==> config.mk <==
export PLATFORM = sky130hd
export DESIGN_NAME = sxd_merge
export DESIGN_NICKNAME = d
export VERILOG_FILES = /design/src/sv/sxd_pkg.sv /design/src/sv/sxd_merge.sv
export SDC_FILE = /design/constraint.sdc
export NUM_CORES = 1
export LEC_CHECK = 0
export ABC_AREA = 1
export ABC_CLOCK_PERIOD_IN_PS = 800
export BUFFER_PORTS_ARGS = -buffer_cell sky130_fd_sc_hd__buf_4
export CAP_MARGIN = 20
export CELL_PAD_IN_SITES_DETAIL_PLACEMENT = 1
export CELL_PAD_IN_SITES_GLOBAL_PLACEMENT = 1
export CORE_AREA = 5 5 441 443
export DETAILED_ROUTE_END_ITERATION = 12
export DIE_AREA = 0 0 446 448
export PLACE_DENSITY = 0.38
export SETUP_SLACK_MARGIN = 0.02
export SLEW_MARGIN = 10
export SYNTH_ARGS = -nofsm -noshare
export SYNTH_HDL_FRONTEND = slang
export SYNTH_SLANG_ARGS = --single-unit
==> constraint.sdc <==
create_clock -name vclk -period 0.8
set_clock_uncertainty 0.15 [all_clocks]
set_input_delay 0.16 -clock vclk [all_inputs]
set_output_delay 0.16 -clock vclk [all_outputs]
set_load 0.05 [all_outputs]
==> src/sv/sxd_pkg.sv <==
`timescale 1ns / 1ps

package sxd_pkg;

  // Operation codes carried by a command item.
  localparam logic [2:0] OP_DRAW  = 3'd0;
  localparam logic [2:0] OP_CLEAR = 3'd1;
  localparam logic [2:0] OP_LORES = 3'd2;
  localparam logic [2:0] OP_HIRES = 3'd3;
  localparam logic [2:0] OP_READ  = 3'd4;

  // Edge handling codes of the quirk register.
  localparam logic [1:0] QUIRK_ORIG = 2'd0;
  localparam logic [1:0] QUIRK_WRAP = 2'd2;

  // One lane per sprite bit.
  localparam int LANES = 8;

  // Readback is one half line; a line is at most two halves wide.
  localparam int HALF_BITS     = 64;
  localparam int MAX_LINE_BITS = 128;

  // Per-row drawing controls handed to every lane.
  typedef struct packed {
    logic wrap;      // wrap pixels modulo the current size
    logic low_span;  // clip limit is the low resolution width
    logic hires;     // high resolution mode
  } draw_ctl_t;

endpackage

==> src/sv/sxd_merge.sv <==
`timescale 1ns / 1ps

module sxd_merge #(
  parameter int W = 128
) (
  input  logic [sxd_pkg::LANES-1:0][W-1:0] lane_masks,
  output logic [W-1:0]                     row_mask
);

  always_comb begin
    row_mask = '0;
    for (int i = 0; i < sxd_pkg::LANES; i++) begin
      row_mask = row_mask | lane_masks[i];
    end
  end

endmodule

==> results.toml <==
[sta]
fin_crit_ns = 1.25
max_slew_margin = 0.727
worst_pin_slew_ns = 0.409
finalSetupViolCount = 128
maxSlewViolCount = 0
fin_crit_sh = 1.57
setup_ws_ns = -0.452
max_freq_mhz = 799
finalHoldViolations = 0
rsz0062_at_grt = "yes"

[worst_setup_path]
end_kind = "primary output"
cp-start-kind = "primary input"
cp_max_fo = 1
arrival_ns = 0.94
required_ns = 0.49
criticalPathCategory = "in -> out"

[route]
vias = 13898
finalWirelength_um = 98900
detail-route-antenna-nets = 0
drcViolationCount = 0
avgViaCountPerCell = 2.48
wl_per_cell_um = 17.7
first_iter_violations = 337
firstDrtPassIters = 4

[floorplan]
core-area_sq_um = 190000
pin_count = 1152
die_y_um = 448
rows = 160
initial_utilization = 0.0380
die-width_um = 446
die-area_sq_um = 200000

[power_and_ir_drop]
peakVddDrop_v = 0.000149
power_mw = 13.0
p_per_area_nw_per_um2 = 405
p_leak_nw = 16.9

[synth]
ys_seq_area_frac = 0
synthTopCellsByArea = "inv_1 53%, nand2_1 33%, nor2_1 13%"
synth_top_cell_by_area = "inv_1"
syn_inst = 1920
synth_most_common_cell = "inv_1"
yosysUniqueCellTypes = 3
syn_nets = 2944
yosysTopAreaCellShare = 0.533
syn_avg_cell_area_sq_um = 3.75
synth_common_cells = "1,024 x inv_1, 640 x nand2_1, 256 x nor2_1"
yosys_warnings = 0
syn_area_sq_um = 7210

[cells_and_area]
nets = 4108
seq_area_sq_um = 0
drive_above_1_share = 0.980
clkbuf_count = 0
area_delta_synth_final_pct = 345
seq_cells = 0
post-route-util = 0.169

[grt]
grt_start_max_net_pins = 2
grt_pass1_wl_um = 127000
grt_pass1_vias = 15563
gr-total-overflow = 0
grt_usage = 0.0932
grt_antenna_before_repair = 9

[run]
cap_violations = 0

[status]
violations = "negative setup slack"
status = "complete, but fails checks"

[worst_hold_path]
hold_path.class = "in -> out"
holdPathStages = 6

[placed_design]
place_hpwl_um = 96700
port-buffer-count = 1152
gp_congestion = 0.825
==> power breakdown <==
group	total, mW	internal, mW	switching [mW]
Sequential	0	0	0
Clock	0.000000511	0.000000511	0
Combinational	13.0	7.05	5.93
Total	13.0	7.05	5.93
==> worst max-delay path, cell delays in order <==
cell,delay (ns)
buf_6,0.10
inv_4,0.04
nand2_4,0.05
nor2_4,0.33
nand2_4,0.09
buf_8,0.16
==> path summary, 6_finish.rpt <==
kind	end	slack [ns]	from
worst max-delay path	row_mask[101]	-0.45	lane_masks[485]
worst min-delay path	row_mask[80]	0.53	lane_masks[720]
==> cell families (layout without fill, tap and decap cells) <==
| logic type | after synthesis | after routing | synth area share |
|---|---|---|---|
| buf+inv | 1024 | 2186 | 0.533 |
| simple gates | 896 | 896 | 0.467 |
| other cells | 0 | 3 | 0 |
==> timing repair <==
action | 4_1_cts | 5_1_grt
resized for setup | 1534 | 451
hold buffers | 0 | 0
pin swaps | 584 | 459
endpoints found under the setup margin | 128 | 128
buffers inserted | 0 | 0
==> layout make-up <==
| cell class | count | area [sq um] |
|---|---|---|
| antenna | 3 | 7.51 |
| fill | 22311 | 158000 |
| multi-input combinational | 896 | 8940 |
| inverter | 1024 | 6660 |
| timing repair buffer | 1162 | 13300 |
| tap | 2511 | 3140 |
==> routing by layer <==
layer	global-route usage	routed length (um)	vias up
met2	0.186	56300	477
met5	0	55	-
met3	0.0264	7360	30
met4	0.00615	850	8
met1	0.101	34300	6318
li1	-	-	7065
==> cell usage in the layout (no fill, tap or decap) <==
cell / count
buf_12: 80
buf_4: 255
buf_6: 696
buf_8: 131
clkinv_4: 2
clkinv_8: 9
clkinvlp_4: 7
diode_2: 3
inv_1: 62
inv_2: 434
inv_4: 221
inv_6: 24
inv_8: 265
nand2_2: 260
nand2_4: 362
nand2_8: 18
nor2_2: 1
nor2_4: 255
==> metrics by stage <==
stage               cells  setup WS [ns]  hold WS (ns)  area (sq um)  TNS (ns)
floorplan            1920        -0.0456         0.414         13600   -0.0456
global placement     5598         -0.619         0.598         25600    -43.57
detailed placement   5598         -0.622         0.601         25600    -43.68
CTS                  5594         -0.495         0.547         30400    -32.18
global route         5593         -0.465         0.549         32100    -32.72
finish               5596         -0.452         0.534         32100    -29.25
Note: power is estimated with default switching activity, not from simulation.
