[config.mk]
export PLATFORM = sky130hd
export DESIGN_NAME = sxd_lane
export DESIGN_NICKNAME = d
export VERILOG_FILES = /design/src/sv/sxd_pkg.sv /design/src/sv/sxd_lane.sv
export SDC_FILE = /design/constraint.sdc
export NUM_CORES = 1
export LEC_CHECK = 0
export ABC_AREA = 1
export ABC_CLOCK_PERIOD_IN_PS = 1380
export BUFFER_PORTS_ARGS = -buffer_cell sky130_fd_sc_hd__buf_2
export CAP_MARGIN = 20
export CORE_MARGIN = 2
export CORE_UTILIZATION = 42
export DETAILED_ROUTE_END_ITERATION = 8
export PLACE_DENSITY_LB_ADDON = 0.05
export SETUP_SLACK_MARGIN = 0.4
export SLEW_MARGIN = 30
export SYNTH_ARGS = -nofsm -noshare
export SYNTH_HDL_FRONTEND = slang
export SYNTH_SLANG_ARGS = --single-unit
export TNS_END_PERCENT = 10
[constraint.sdc]
create_clock -name vclk -period 1.38
set_clock_uncertainty 0.1 [all_clocks]
set_input_delay 0 -clock vclk [all_inputs]
set_output_delay 0 -clock vclk [all_outputs]
set_load 0.05 [all_outputs]
[src/sv/sxd_pkg.sv]
`timescale 1ns / 1ps

package sxd_pkg;

  // Operation codes carried by a command item.
  localparam logic [2:0] OP_DRAW  = 3'd0;
  localparam logic [2:0] OP_CLEAR = 3'd1;
  localparam logic [2:0] OP_LORES = 3'd2;
  localparam logic [2:0] OP_HIRES = 3'd3;
  localparam logic [2:0] OP_READ  = 3'd4;

  // Edge handling codes of the quirk register.
  localparam logic [1:0] QUIRK_ORIG = 2'd0;
  localparam logic [1:0] QUIRK_WRAP = 2'd2;

  // One lane per sprite bit.
  localparam int LANES = 8;

  // Readback is one half line; a line is at most two halves wide.
  localparam int HALF_BITS     = 64;
  localparam int MAX_LINE_BITS = 128;

  // Per-row drawing controls handed to every lane.
  typedef struct packed {
    logic wrap;      // wrap pixels modulo the current size
    logic low_span;  // clip limit is the low resolution width
    logic hires;     // high resolution mode
  } draw_ctl_t;

endpackage

[src/sv/sxd_lane.sv]
`timescale 1ns / 1ps

module sxd_lane #(
  parameter int W = 128,
  parameter int LANE = 0,
  localparam int XW = $clog2(W),
  localparam int PXW = $clog2(W + 8)
) (
  input  logic              [XW-1:0] x0,
  input  logic                       bit_on,
  input  sxd_pkg::draw_ctl_t         ctl,
  output logic              [W-1:0]  col_mask
);

  localparam int LW = W / 2;

  logic [PXW-1:0] px_raw;
  logic [PXW-1:0] cw;
  logic [PXW-1:0] px;
  logic           px_ok;

  assign px_raw = PXW'(x0) + PXW'(LANE);
  assign cw     = ctl.hires ? PXW'(W) : PXW'(LW);

  // The start is already below the current width, so one subtraction wraps.
  always_comb begin
    if (ctl.wrap) begin
      px    = (px_raw >= cw) ? px_raw - cw : px_raw;
      px_ok = 1'b1;
    end else begin
      px    = px_raw;
      px_ok = ctl.low_span ? (px_raw < PXW'(LW)) : (px_raw < PXW'(W));
    end
  end

  // A low resolution pixel covers two adjacent buffer columns.
  always_comb begin
    for (int c = 0; c < W; c++) begin
      if (ctl.hires) begin
        col_mask[c] = bit_on && px_ok && (PXW'(c) == px);
      end else begin
        col_mask[c] = bit_on && px_ok && (PXW'(c >> 1) == px);
      end
    end
  end

endmodule

==> results by group, run 1 <==
Yosys
  – Sequential element share of the synthesized area: 0%
  – Cell taking the most area after synthesis: nand3_1
  – Cell types with the largest area share after synthesis: nand3_1 28%, nand2_1 22%, o21ai_0 21%
  – Post-synthesis area per instance: 4.91 sq um
  – Summed instance area of the synthesized netlist: roughly 0.0018 sq mm
  – Synthesis warning total: 0
  – Portion of synthesized cell area occupied by the leading cell type: 28.5%
  – Yosys cell types: 18
  – Instance count of the mapped netlist: 362
  – Syn_nets: ~370

Status
  – Last stage reached: clock tree synthesis
  – Tool error message: [ERROR DPL-0038] Utilization greater than 100%, impossible to legalize
  – Run status: did not finish

Placement
  – Number of port buffers: 139
  – Number of placed cells counting well taps: about 600
  – Detailed Place HPWL: ~9400 microns
  – Routability congestion estimate: 0.892

Floorplan
  – Die Y: between 60 and 70 microns
  – Die outline width: about 70 microns
  – I/O pin total: approximately 140
  – Cell Rows: 23
  – Starting Density: 44.1%

CTS
  – Post-CTS Setup Bufs: 3
  – Total of hold buffers inserted after clock tree synthesis: 0
  – Post-cts gate resize count: 260
## cell usage after synthesis, drive strengths merged
library cell  number
nand3            101
nor2              30
a21oi              1
nand2            109
a21boi             1
inv               14
buf               15
clkbuf            14
o21ai             77
## through the flow
step	setup TNS (ps)	hold WS, ps	instance area (sq um)	worst slack [ps]	utilization, %
global placement	-4760	436	3910	-104	96.9
floorplan	0	145	2710	81.9	-
detailed placement	-22860	520	3910	-337	96.9
## logic make-up after synthesis
| logic type | after synthesis | synth area share, % |
|---|---|---|
| buf+inv | 43 | 10.0 |
| simple gates | 240 | 67.0 |
| compound gates | 79 | 23.0 |
==> run 2, diff against run 1 <==
Settings changed: CORE_UTILIZATION 42 to 40, PLACE_DENSITY_LB_ADDON 0.05 to 0.15, SETUP_SLACK_MARGIN 0.4 to default.
==> run 2 against run 1 <==
  * The flow now finishes, with violations (setup timing)
  * Synthesized cell count did not move
  * Area after synthesis unchanged
==> results by group, run 2 <==
Yosys
  – Yosys cell types: 18 (unchanged)
  – Cell taking the most area after synthesis: nand3_1
  – Count leader, synth: nand2_1
  – Syn_nets: 373 (unchanged)
  – Instance count of the mapped netlist: 362 (unchanged)
  – Top cells by count, synth: 105 x nand2_1, 101 x nand3_1, 73 x o21ai_0
  – Cell types with the largest area share after synthesis: nand3_1 28%, nand2_1 22%, o21ai_0 21%
  – Summed instance area of the synthesized netlist: 0.00178 sq mm (unchanged)
  – Portion of synthesized cell area occupied by the leading cell type: 28.5% (unchanged)
  – Sequential element share of the synthesized area: 0% (unchanged)
  – Post-synthesis area per instance: 4.91 sq um (unchanged)
  – Synthesis warning total: 0 (unchanged)

Floorplan
  – Cell Rows: 24 (+4.3%)
  – Core footprint: about 0.0043 sq mm
  – Die outline width: 70.6 microns (+2.3%)
  – I/O pin total: 139 (unchanged)
  – Die area: around 0.0050 sq mm
  – Starting Density: 41.1% (-3.0 points)
  – Die Y: 70.6 microns (+2.3%)

Min path
  – Path category of the worst min-delay check: in -> out
  – Hold Path Depth: 6
  – Worst Hold Endpoint: col_mask[0]
  – Launch point of the worst hold path: bit_on

STA
  – Final sum of negative setup slack: -28.5 ps
  – Hold_ws: between 400 and 500 ps
  – Setup WS post-layout: -28.5 ps
  – Ratio of final minimum period to clock period: 102%
  – Worst-Margin Slew: roughly 450 ps
  – Highest achievable clock rate: 710 MHz
  – RSZ-0062 raised after global routing: true
  – Hold Vio Cnt, Final: 0
  – Final count of pins violating max slew: 0
  – Normalized max-slew margin: between 60% and 70%
  – Time the final worst path needs with I/O delays and setup: approximately 1400 ps
  – Setup Viol. Count Final: 1

Drt
  – Count of unresolved DRC violations after routing: 0
  – Total wire length: between 8000 and 9000 microns
  – 1st-pass router iterations: 7
  – Drt wl/cell: 15.8 microns
  – Ratio of routed vias to standard cells: about 6
  – Initial DRC Count: ~270
  – Detailed-route via count: roughly 3,300
  – Remaining antenna violation count after routing: 0

Power
  – Leakage power: 0.00186 uW
  – Power per unit of standard cell area: 144 mW/mm^2
  – Largest voltage drop on the vdd net: 0.000135 V

Setup path
  – CP dominant cell by count: buf_4
  – Slowest cell delay on critical path: about 240 ps
  – Maximum fanout along the worst path: 8
  – Crit path DAT: approximately 1300 ps
  – Type of the worst setup path: in -> out
  – Worst-path cell chain: buf_2 -> inv_1 -> nand3_2 -> nand2_4 -> buf_4 -> nor2_4 -> nand3_1 -> o21ai_2 -> buf_4
  – Critical path required time: between 1000 and 1500 ps
  – Worst-path cell with the longest stage delay: nor2_4
  – Type of destination of the critical path: primary output
  – Sort of element at the start of the critical path: input pin

Global route
  – Antenna violations before repair: 0
  – Largest net degree at the start of global routing: 51
  – Wire length of the first global-routing pass: 13,300 microns
  – Vias in the first global route: around 2,800
  – Global-route total usage across every layer: around a third
  – Remaining Overflow, GRT: 0

Job
  – Max-cap viol count: 0

Layout
  – Flip-flop and latch area: 0 sq um
  – Most frequent cells in the layout: 99 x nand2_1, 98 x nand3_1, 84 x buf_4
  – Fin nets: 526
  – Clkbuf count: 0
  – Layout cells sized above 1: 50.7%
  – Area used by multi-input combinational logic: approximately 0.0018 sq mm
  – Most common library cell in the layout ignoring fill and taps: nand2_1
  – Synth-to-layout area growth: 90.2%
  – Layout Utilization: slightly below 80%
  – Filler cell count in the final layout: 338
  – Layout Cell Area excl Fill: 0.00338 sq mm
  – Number of flip-flops and latches: 0
  – Antenna diode count: 0

CTS
  – Post-CTS Setup Bufs: 0 (-3)

Placement
  – Worst Setup Slack post-DPL: -128 ps (+209 ps)
  – Routability congestion estimate: 0.948 (+6.3%)
  – Detailed Place HPWL: 6110 microns (-35%)
  – Number of port buffers: 139 (unchanged)
  – Cell area reported after detailed placement: 0.00294 sq mm (-25%)

Status
  – Violated checks: setup timing
  – Run status: finished with violations
run 2: cell counts after synthesis:
Identical to the previous run, type by type.
run 2: cell families (layout without fill, tap and decap cells):
group                  after synthesis  count (layout)  share of synthesized area [%]
AOI/OAI and AO/OA                   79              79                           23.0
buffers and inverters               43             193                           10.0
and+or+nand+nor                    240             241                           67.0
run 2: how the worst max path moves through the flow:
stage | start | end | slack [ps] | depth (start not counted)
after floorplan | ctl[0] | col_mask[70] | -200 | 6
after global placement | x0[0] | col_mask[9] | -70 | 8
after detailed placement | x0[1] | col_mask[74] | -130 | 8
after CTS | x0[3] | col_mask[8] | -30 | 8
after global routing | ctl[2] | col_mask[126] | -110 | 9
final | ctl[2] | col_mask[126] | -30 | 9
run 2: worst max-delay path: cells and delay by family:
family / cells / cell delay, ps
simple gates: 4 / 640
compound gates: 1 / 120
buf+inv: 4 / 550
run 2: final cells by class:
class                           count  share of cell area (%)
Tap cell                           52                    1.93
Inverter                           14                    1.55
Multi-Input combinational cell    320                    54.6
Timing Repair Buffer              179                    41.9
run 2: power by group:
group	leakage [uW]	internal [uW]	switching, uW	total, uW
Combinational	0.00186	140	346	486
Sequential	0	0	0	0
Clock	0	0	0	0
run 2: metal layers:
metal	global-route usage [%]	share of wire [%]	vias to the layer above
li1	-	-	1550
met1	43.2	39	1534
met3	1.71	8.8	20
met4	7.55	2.2	0
met2	54.7	50	211
met5	0	0	-
run 2: through the flow:
stage               power (uW)  cells
floorplan                  285    362
global placement           438    564
detailed placement         444    564
CTS                        450    564
global route               512    565
finish                     486    565
run 2: what timing repair did:
item	CTS	global route
endpoints found under the setup margin	58	123
gates resized for setup	59	108
hold buffers	0	0
pin swaps	0	3
gates cloned	0	1
Note: power is estimated with default switching activity, not from simulation.
